==> src/sv/psched_pkg.sv <==
package psched_pkg;

  // Table geometry
  localparam int MAX_PROCS = 64;
  localparam int IDX_W     = $clog2(MAX_PROCS);
  localparam int CNT_W     = $clog2(MAX_PROCS + 1);
  localparam int TIME_W    = 32;

  // Opcodes
  localparam logic OP_LOAD = 1'b0;
  localparam logic OP_TICK = 1'b1;

  // Result status codes
  localparam logic [2:0] ST_LOADED    = 3'd0;
  localparam logic [2:0] ST_FULL      = 3'd1;
  localparam logic [2:0] ST_BAD_BURST = 3'd2;
  localparam logic [2:0] ST_RAN       = 3'd3;
  localparam logic [2:0] ST_IDLE      = 3'd4;

  // One process table entry as held in memory
  typedef struct packed {
    logic [7:0]  id;
    logic [15:0] arrival;
    logic [15:0] burst;
    logic [15:0] remaining;
    logic [9:0]  prio;
  } entry_t;

endpackage

==> src/sv/psched_ram.sv <==
module psched_ram #(
  parameter int WIDTH = 8,
  parameter int DEPTH = 64
) (
  input  logic                     clk,
  input  logic                     we,
  input  logic [$clog2(DEPTH)-1:0] waddr,
  input  logic [WIDTH-1:0]         wdata,
  input  logic [$clog2(DEPTH)-1:0] raddr,
  output logic [WIDTH-1:0]         rdata
);

  logic [WIDTH-1:0] mem [DEPTH];

  // Write port and registered read port
  always_ff @(posedge clk) begin
    if (we) begin
      mem[waddr] <= wdata;
    end
    rdata <= mem[raddr];
  end

endmodule

==> src/sv/preemptive_priority_scheduler_core.sv <==
// Channel   Ports                                        Handshake
// input     in_opcode .. in_priority_req (five ports)    start && !busy
// result    out_status .. out_unfinished_count (seven)   out_strobe, one cycle
//
// A load strobes its result in the cycle after acceptance and never raises busy.
// A tick reads one entry a cycle through the single table read port, then uses a drain
// state for the last read and a write-back state; its strobe is registered in write back
// (entered straight from idle on an empty table), and busy holds until the strobe.
// Synchronous active-low reset clears fill count, time and control; the table memory
// is not cleared, only entries below the fill count are read. The receiver cannot stall.
module preemptive_priority_scheduler_core (
  input  logic                          clk,
  input  logic                          rst_n,
  input  logic                          start,
  output logic                          busy,
  input  logic                          in_opcode,
  input  logic [7:0]                    in_process_id,
  input  logic [15:0]                   in_arrival_time,
  input  logic [15:0]                   in_burst_time,
  input  logic [9:0]                    in_priority_req,
  output logic                          out_strobe,
  output logic [2:0]                    out_status,
  output logic [7:0]                    out_ran_id,
  output logic                          out_completed,
  output logic [31:0]                   out_completion_time,
  output logic [31:0]                   out_turnaround_time,
  output logic [31:0]                   out_waiting_time,
  output logic [psched_pkg::CNT_W-1:0]  out_unfinished_count
);
  import psched_pkg::*;

  typedef enum logic [1:0] {S_IDLE, S_SCAN, S_DRAIN, S_WB} state_t;

  state_t             state_r;
  logic [CNT_W-1:0]   loaded_count_r;
  logic [CNT_W-1:0]   unfinished_r;
  logic [TIME_W-1:0]  time_r;
  logic [IDX_W-1:0]   issue_r;
  logic               rd_vld_r;
  logic               found_r;
  logic [IDX_W-1:0]   best_idx_r;
  entry_t             best_r;

  // Index of the entry whose data the memory returns this cycle
  logic [IDX_W-1:0]   rd_vld_idx;

  logic               ram_we;
  logic [IDX_W-1:0]   ram_waddr;
  entry_t             ram_wdata;
  entry_t             ram_rdata;
  entry_t             new_entry;

  logic               accept;
  logic               cand_ready;
  logic               cand_better;
  logic               last_issue;
  logic               finishing;
  logic [TIME_W-1:0]  ct;
  logic [TIME_W-1:0]  tat;
  logic [TIME_W-1:0]  burst_ext;

  assign busy   = (state_r != S_IDLE);
  assign accept = start && !busy;

  assign new_entry = '{id: in_process_id, arrival: in_arrival_time, burst: in_burst_time,
                       remaining: in_burst_time, prio: in_priority_req};

  // Entry memory write: new load, or write back of the served entry
  always_comb begin
    ram_we    = 1'b0;
    ram_waddr = loaded_count_r[IDX_W-1:0];
    ram_wdata = new_entry;
    if (accept && in_opcode == OP_LOAD && in_burst_time != 16'd0 &&
        loaded_count_r != CNT_W'(MAX_PROCS)) begin
      ram_we = 1'b1;
    end else if (state_r == S_WB && found_r) begin
      ram_we              = 1'b1;
      ram_waddr           = best_idx_r;
      ram_wdata           = best_r;
      ram_wdata.remaining = best_r.remaining - 16'd1;
    end
  end

  psched_ram #(
    .WIDTH ($bits(entry_t)),
    .DEPTH (MAX_PROCS)
  ) u_table (
    .clk   (clk),
    .we    (ram_we),
    .waddr (ram_waddr),
    .wdata (ram_wdata),
    .raddr (issue_r),
    .rdata (ram_rdata)
  );

  // Candidate test on the entry returned by the memory
  assign cand_ready  = (ram_rdata.remaining != 16'd0) &&
                       ({16'd0, ram_rdata.arrival} <= time_r);
  assign cand_better = !found_r || (ram_rdata.prio < best_r.prio) ||
                       ((ram_rdata.prio == best_r.prio) &&
                        (ram_rdata.arrival < best_r.arrival));
  assign last_issue  = (CNT_W'(issue_r) == loaded_count_r - CNT_W'(1));

  // Completion figures for the served entry
  assign finishing = found_r && (best_r.remaining == 16'd1);
  assign ct        = (time_r == '1) ? time_r : time_r + TIME_W'(1);
  assign tat       = ct - {16'd0, best_r.arrival};
  assign burst_ext = {16'd0, best_r.burst};

  // Sequencer, counters and result registers
  always_ff @(posedge clk) begin
    if (!rst_n) begin
      state_r        <= S_IDLE;
      loaded_count_r <= '0;
      unfinished_r   <= '0;
      time_r         <= '0;
      issue_r        <= '0;
      rd_vld_r       <= 1'b0;
      found_r        <= 1'b0;
      out_strobe     <= 1'b0;
    end else begin
      out_strobe <= 1'b0;

      // Track the best ready entry as data returns from the memory
      if (rd_vld_r && cand_ready && cand_better) begin
        found_r    <= 1'b1;
        best_idx_r <= rd_vld_idx;
        best_r     <= ram_rdata;
      end

      case (state_r)
        S_IDLE: begin
          if (accept) begin
            if (in_opcode == OP_LOAD) begin
              out_strobe          <= 1'b1;
              out_ran_id          <= '0;
              out_completed       <= 1'b0;
              out_completion_time <= '0;
              out_turnaround_time <= '0;
              out_waiting_time    <= '0;
              out_unfinished_count <= unfinished_r;
              if (in_burst_time == 16'd0) begin
                out_status <= ST_BAD_BURST;
              end else if (loaded_count_r == CNT_W'(MAX_PROCS)) begin
                out_status <= ST_FULL;
              end else begin
                out_status           <= ST_LOADED;
                loaded_count_r       <= loaded_count_r + CNT_W'(1);
                unfinished_r         <= unfinished_r + CNT_W'(1);
                out_unfinished_count <= unfinished_r + CNT_W'(1);
              end
            end else begin
              found_r  <= 1'b0;
              rd_vld_r <= 1'b0;
              issue_r  <= '0;
              state_r  <= (loaded_count_r == '0) ? S_WB : S_SCAN;
            end
          end
        end
        S_SCAN: begin
          rd_vld_r   <= 1'b1;
          rd_vld_idx <= issue_r;
          if (last_issue) begin
            state_r <= S_DRAIN;
          end else begin
            issue_r <= issue_r + IDX_W'(1);
          end
        end
        S_DRAIN: begin
          rd_vld_r <= 1'b0;
          state_r  <= S_WB;
        end
        S_WB: begin
          out_strobe           <= 1'b1;
          out_status           <= found_r ? ST_RAN : ST_IDLE;
          out_ran_id           <= found_r ? best_r.id : 8'd0;
          out_completed        <= finishing;
          out_completion_time  <= finishing ? ct : '0;
          out_turnaround_time  <= finishing ? tat : '0;
          out_waiting_time     <= (finishing && tat >= burst_ext) ? tat - burst_ext : '0;
          out_unfinished_count <= finishing ? unfinished_r - CNT_W'(1) : unfinished_r;
          if (finishing) begin
            unfinished_r <= unfinished_r - CNT_W'(1);
          end
          if (time_r != '1) begin
            time_r <= time_r + TIME_W'(1);
          end
          state_r <= S_IDLE;
        end
        default: begin
          state_r <= S_IDLE;
        end
      endcase
    end
  end

`ifndef SYNTHESIS
  // Unfinished processes never outnumber loaded ones
  a_unfinished_le_loaded: assert property (@(posedge clk) disable iff (!rst_n)
    unfinished_r <= loaded_count_r)
    else $error("unfinished count exceeds loaded count");

  // Fill count stays within the table
  a_loaded_le_max: assert property (@(posedge clk) disable iff (!rst_n)
    loaded_count_r <= CNT_W'(MAX_PROCS))
    else $error("loaded count beyond table depth");

  // Table writes happen only at load acceptance or write back
  a_we_window: assert property (@(posedge clk) disable iff (!rst_n)
    ram_we |-> (state_r == S_IDLE || state_r == S_WB))
    else $error("table write during scan");

  // A completion is reported only for a process that ran
  a_completed_ran: assert property (@(posedge clk) disable iff (!rst_n)
    (out_strobe && out_completed) |-> (out_status == ST_RAN))
    else $error("completion without service");

  // Time never goes backward
  a_time_mono: assert property (@(posedge clk) disable iff (!rst_n)
    1'b1 |=> time_r >= $past(time_r))
    else $error("time counter decreased");
`endif

endmodule

==> config.mk <==
export PLATFORM = sky130hd
export DESIGN_NAME = preemptive_priority_scheduler_core
export DESIGN_NICKNAME = d
export VERILOG_FILES = /design/src/sv/psched_pkg.sv /design/src/sv/psched_ram.sv /design/src/sv/preemptive_priority_scheduler_core.sv
export SDC_FILE = /design/constraint.sdc
export NUM_CORES = 2
export LEC_CHECK = 0
export BUFFER_PORTS_ARGS = -buffer_cell sky130_fd_sc_hd__buf_2
export CAP_MARGIN = 5
export CORE_MARGIN = 2
export CORE_UTILIZATION = 45
export DETAILED_ROUTE_END_ITERATION = 10
export PLACE_DENSITY = 0.64
export SKIP_LAST_GASP = 1
export SYNTH_ARGS = -nofsm -noshare
export SYNTH_HDL_FRONTEND = slang
export SYNTH_HIERARCHICAL = 1
export SYNTH_MEMORY_MAX_BITS = 65536
export SYNTH_SLANG_ARGS = --single-unit
==> constraint.sdc <==
create_clock -name clk -period 7.6 [get_ports clk]
set_clock_uncertainty 0.1 [all_clocks]
set_input_delay 0.38 -clock clk [delete_from_list [all_inputs] [get_ports clk]]
set_output_delay 0.38 -clock clk [all_outputs]
set_load 0.02 [all_outputs]
# == After elaboration in Yosys (flattened, before gate mapping) ==
# Memories as Yosys holds them, arrays and structs flattened. A register that Yosys moved wholly into a read port is not among the register bits.
# Index checks and enable logic that the tools add are counted.
# op_classes
muxes,55
magnitude_cmp,4
bitwise,3
n_reduce_logical,33
n_addsub,9
n_eq_ne,15
# ops
cell,count
32-bit 2-to-1 mux,6
32-bit one-hot mux with 2 select lines,3
66-bit 2-to-1 mux,2
32-bit by 16-bit subtractor with 32-bit output,2
7-bit 2-to-1 mux,5
32-bit by 1-bit adder with 32-bit output (second input constant),1
32-bit equality test (second input constant),1
32-bit by 16-bit >= comparator with 1-bit output,1
16-bit by 32-bit <= comparator with 1-bit output,1
32-bit inequality test (second input constant),1
16-bit nonzero test,2
6-bit 2-to-1 mux,5
8-bit 2-to-1 mux,3
16-bit by 1-bit equality test with 1-bit output (second input constant),1
16-bit logical NOT,1
16-bit less-than comparator,1
8-bit one-hot mux with 2 select lines,1
16-bit by 1-bit subtractor with 16-bit output (second input constant),1
1-bit 2-to-1 mux,15
7-bit by 1-bit adder with 7-bit output (second input constant),2
7-bit one-hot mux with 2 select lines,1
7-bit by 1-bit subtractor with 7-bit output (second input constant),2
6-bit one-hot mux with 2 select lines,1
1-bit logical AND,11
other kinds (26),49
# word_totals
in_bits,54
elab_cells,142
register_bits,250
mem_count,1
mem_bits_rw,4224
# mem_list
name,words,word_bits,read_ports,rd_ports_with_merged_regs,write_ports,line_no,text
u_table.mem,64,66,1,1,1,psched_ram.sv:13,logic [WIDTH-1:0] mem [DEPTH];

# == Longest topological paths before layout ==
# logic_depth
ltp_word,9
depth_mapped,27
depth_no_buf,24

# == By module ==
# Netlist, hierarchy kept.
# modules_own_cells
module,cells_per_inst,area_per_inst_um2,n_inst
psched_ram,6851,160490.2,1
preemptive_priority_scheduler_core,1527,14772.9,1

# == Least setup slack after synthesis ==
# OpenSTA, ideal clock, no wires.
# synth_path
path_kind,register to register
from,register loaded_count_r[3]
to,"memory u_table/mem[34][0] (netlist name), enable pin"
synth_period_minus_slack_ns,7.532
path_slack_ns,0.068
t_arrival_ns,6.862
setup_time_ns,0.571
path_stages_with_launch,14
path_buffers,4
path_cell_list,dfxtp_1 > clkbuf_1 > nor3_1 > nand4b_1 > nand3_1 > nand3_1 > clkbuf_1 > clkbuf_1 > nand2_1 > nand2_1 > clkbuf_1 > nor2_1 > nand4_1 > nor3_1
# synth_via
word_cells_on_any_way,7
classes_between,1 x eq/ne; 5 x mux; 1 x reduce/logical
# synth_lines
element,line_no,text
start: declaration,preemptive_priority_scheduler_core.sv:35,logic [CNT_W-1:0] loaded_count_r;
start signal: assignment,preemptive_priority_scheduler_core.sv:148,loaded_count_r <= loaded_count_r + CNT_W'(1);
7-bit inequality test,preemptive_priority_scheduler_core.sv:74,loaded_count_r != CNT_W'(MAX_PROCS)) begin
1-bit logical AND,preemptive_priority_scheduler_core.sv:73,if (accept && in_opcode == OP_LOAD && in_burst_time != 16'd0 &&
6-bit 2-to-1 mux,preemptive_priority_scheduler_core.sv:73,
net ram_waddr[4],preemptive_priority_scheduler_core.sv:48,logic [IDX_W-1:0] ram_waddr;
end: declaration,psched_ram.sv:13,
# The timed path passes the listed nets, and every way through them passes these cells.

# == Worst setup path in the final report ==
# layout_path
from,register time_r[0]
to,"register out_waiting_time[17], data pin"
# layout_via
elab_chain_cells,7
word_cells_on_any_way,9
classes_between,3 x add/sub; 1 x order compare; 1 x eq/ne; 3 x mux; 1 x reduce/logical
# layout_rtl
element,line_no,text
start: declaration,preemptive_priority_scheduler_core.sv:37,logic [TIME_W-1:0] time_r;
start signal: assignment,preemptive_priority_scheduler_core.sv:186,time_r <= time_r + TIME_W'(1);
32-bit by 1-bit adder with 32-bit output or 32-bit equality test (tied branches),preemptive_priority_scheduler_core.sv:106,assign ct = (time_r == '1) ? time_r : time_r + TIME_W'(1);
32-bit 2-to-1 mux (*),preemptive_priority_scheduler_core.sv:106,
32-bit by 16-bit subtractor with 32-bit output (*),preemptive_priority_scheduler_core.sv:107,"assign tat = ct - {16'd0, best_r.arrival};"
net tat[10],preemptive_priority_scheduler_core.sv:59,logic [TIME_W-1:0] tat;
32-bit by 16-bit >= comparator with 1-bit output,preemptive_priority_scheduler_core.sv:180,out_waiting_time <= (finishing && tat >= burst_ext) ? tat - burst_ext : '0;
1-bit logical AND,preemptive_priority_scheduler_core.sv:180,
32-bit 2-to-1 mux (*),preemptive_priority_scheduler_core.sv:180,
32-bit one-hot mux with 2 select lines (*),preemptive_priority_scheduler_core.sv:131,case (state_r)
end signal: assignment,preemptive_priority_scheduler_core.sv:180,
end: declaration,preemptive_priority_scheduler_core.sv:27,"output logic [31:0] out_waiting_time,"
# Mark *: on every way through the listed nets, which the timed path passes. The rest lies on a longest branch.
# A chain may end at the register's enable or synchronous reset.

==> metrics.txt <==
status complete, no violations; leak pwr 60.9 nW; NetSw 12.0 mW; Hold Fails Final Rpt 0; Core Util, Final between 50% and 60%; Synth cell types 78; CP Max Fanout 30; r2r endpoint out_waiting_time[17]; CTS tree done; dpl cells 13,600; # setup viols final 0; Flop pwr share 52.1%; register area ~140,000 sq um; headroom to the max-slew limit approximately 7.0%; DR vias/cell roughly 6.3; worst hold slack ~0.15 ns; via count 91,200; post-route cell area ~200,000 sq um; Net count, final 9,011; FF-to-FF path depth 25; Critical Path End out_waiting_time[17]; total track usage 25.1%; max capacitance violation total 0; IO buf count 170; Ys Warns 6; post-route minimum period 7.17 ns; Mapped Cells 8,378; share of cells above drive strength 1 25.6%; dpl ws roughly 0.22 ns; sequential area share after synthesis 77.1%; post-CTS setup buffers 0; Yosys top cell area share 75.7%; H-tree depth 5; Placed Area approximately 190,000 sq um; syn nets 8,520; Worst-Skew Late Latency 0.98 ns; initial DRC count between 10,000 and 15,000; f_max ~0.14 GHz; RSZ-0062 raised after global routing no; Top Ports approximately 170; sum of net half-perimeters after detailed placement 293,000 microns; full die area 394,000 sq um; number of global-route vias before repair ~89,000; Slew Limit Fails 0; clk slew on worst S/H paths 0.06 ns; top post-synthesis cells by area edfxtp_1, mux4_2, dfxtp_1; Synth Cell Area roughly 180,000 sq um; hold depth 4; Residual DRC 0; Peak VDD IR 238 uV; Layout Cells excl Fill 14,400; drt pass-1 iters 8; first-pass GRT wire length 702,000 microns; Initial Utilization a little under half; WP data required 8.23 ns; Rows 229; GP Congestion between 0.8 and 0.9; Num Clock Sinks 4,540; detailed-route wire length slightly above 500,000 microns; Layout Area Growth over Synthesis 13.8%; min-delay worst type in2reg; Multi-input gate area about 39,000 sq um; Most used DFF post-synth edfxtp_1; Arrival @ worst endpoint approximately 8 ns; WL/cell 34.9 microns; ANT nets after route 0; cell with the most instances after synthesis edfxtp_1; Fillers 30,400; number of synthesized register bits 4,540; Num CTS Buffers around 440; power per cell area 269 nW/um^2; Setup TNS 0 ns; RR Startpoint time_r[0]; CTS Buffer Depth 4; Pwr Total between 50 and 60 mW; largest net degree at the start of global routing 99; chip width 628 microns; Reg2Reg Setup Slack roughly 0.43 ns; fraction of synthesis flops using an asynchronous set or reset pin 0%; Worst Setup End Kind register; crit path from time_r[0]; Setup CP Type reg2reg; core area just under 400,000 sq um; mean post-synth cell area 20.9 sq um; Post-synth top cells edfxtp_1, mux4_2, o22ai_1; remaining global-route overflow 0; biggest area consumer among synthesized cells edfxtp_1; P_int 41.7 mW; sw frac 22.3%; EDFF count, synth 4,417; Setup WS post-layout about 0.43 ns; worst slew pin tran 1.38 ns; Comb power frac 8.2%; Clock power frac 39.7%; initial antenna violation count 23; Die Ht about 630 microns; CP Launch Type register; CTS Root Buffer Type clkbuf_16; fin crit share 94.4%
-- power by group through the flow --
stage / logic (mW) / clock network [mW] / registers [mW]
after CTS: 4.44 / 21.5 / 27.9
after global routing: 4.69 / 22.5 / 27.9
after floorplan: 3.14 / 0 / 28.5
after global placement: 4.36 / 0 / 28.5
after detailed placement: 4.42 / 0 / 28.5
final: 4.38 / 21.3 / 27.9
-- worst max-delay path, cell delays in order, from the launching register on --
cell and delay (ns):
dfxtp_1 0.48, ha_1 0.29, and3_1 0.26, and4_1 0.25
nand3_1 0.15, xnor2_1 0.24, buf_4 0.15, ha_1 0.17
inv_1 0.06, fa_1 0.42, a211oi_1 0.35, nor3_1 0.14
nor3_1 0.33, o21ai_0 0.22, xor2_1 0.35, ha_1 0.36
nand2_1 0.10, nor2_1 0.04, a211oi_1 0.23, o21ai_0 0.27
a221oi_1 0.41, buf_4 0.20, nand3_1 0.29, o41ai_4 0.43
buf_4 0.38, o21ba_1 0.20
-- cells by family after synthesis --
family	synth area share, %
AOI/OAI and AO/OA	3.57
xor gates and xnor gates	0.609
adders and majority gates	0.637
buffers and inverters	1.45
DFF	77.1
muxes	13.6
and+or+nand+nor	3.01
-- routing by layer --
layer	track usage, %	vias to the layer above	routed length, microns
li1	-	36100	-
met1	35.8	48800	194000
met2	39.2	5494	236000
met3	4.67	790	55200
met4	8.56	6	19100
met5	0	-	46
-- flip-flops by register name (all words and copies together) (netlist names), 3 cells and up --
| signal | count |
|---|---|
| best_idx_r | 6 |
| best_r | 66 |
| issue_r | 6 |
| loaded_count_r | 7 |
| out_completion_time | 32 |
| out_ran_id | 8 |
| out_status | 3 |
| out_turnaround_time | 32 |
| out_unfinished_count | 7 |
| out_waiting_time | 32 |
| rd_vld_idx | 6 |
| time_r | 32 |
| u_table/mem | 4224 |
| u_table/rdata | 66 |
| unfinished_r | 7 |
-- placed cells by master (no fill, tap or decap), types with 106 or more instances in the layout --
master / count
dfxtp_1: 117
mux4_2: 1009
clkbuf_1: 106
nand2_1: 199
buf_2: 170
o22ai_1: 319
nor2_1: 158
buf_4: 261
mux2i_1: 109
edfxtp_1: 4417
clkbuf_16: 441
a211oi_1: 116
-- worst min path at each step --
| stage | slack, ns | from | end |
|---|---|---|---|
| finish | 0.15 | in_process_id[5] | u_table/mem[33][63] |
| global route | 0.17 | in_process_id[3] | u_table/mem[38][61] |
| global placement | 0.29 | u_table/rdata[40] | best_r[40] |
| CTS | 0.09 | in_process_id[2] | u_table/mem[31][60] |
| floorplan | 0.29 | u_table/rdata[26] | best_r[26] |
| detailed placement | 0.29 | u_table/rdata[33] | best_r[33] |
-- timing repair --
action	CTS	global route
setup endpoints to repair	0	30
gates resized for setup	0	1
hold endpoints to repair	65	0
hold buffers	8	0
-- area by class of cell --
type                    instances  share of cell area, %
clock inverters               230                   1.03
repair buffers                523                   2.29
clock buffers                 584                   5.99
diodes                          4                0.00502
multi-input cells            3282                   19.5
flip-flops and latches       4540                   67.8
well taps                    5197                   3.26
inverters                      83                  0.156
Power figures use the tool's default switching activity.
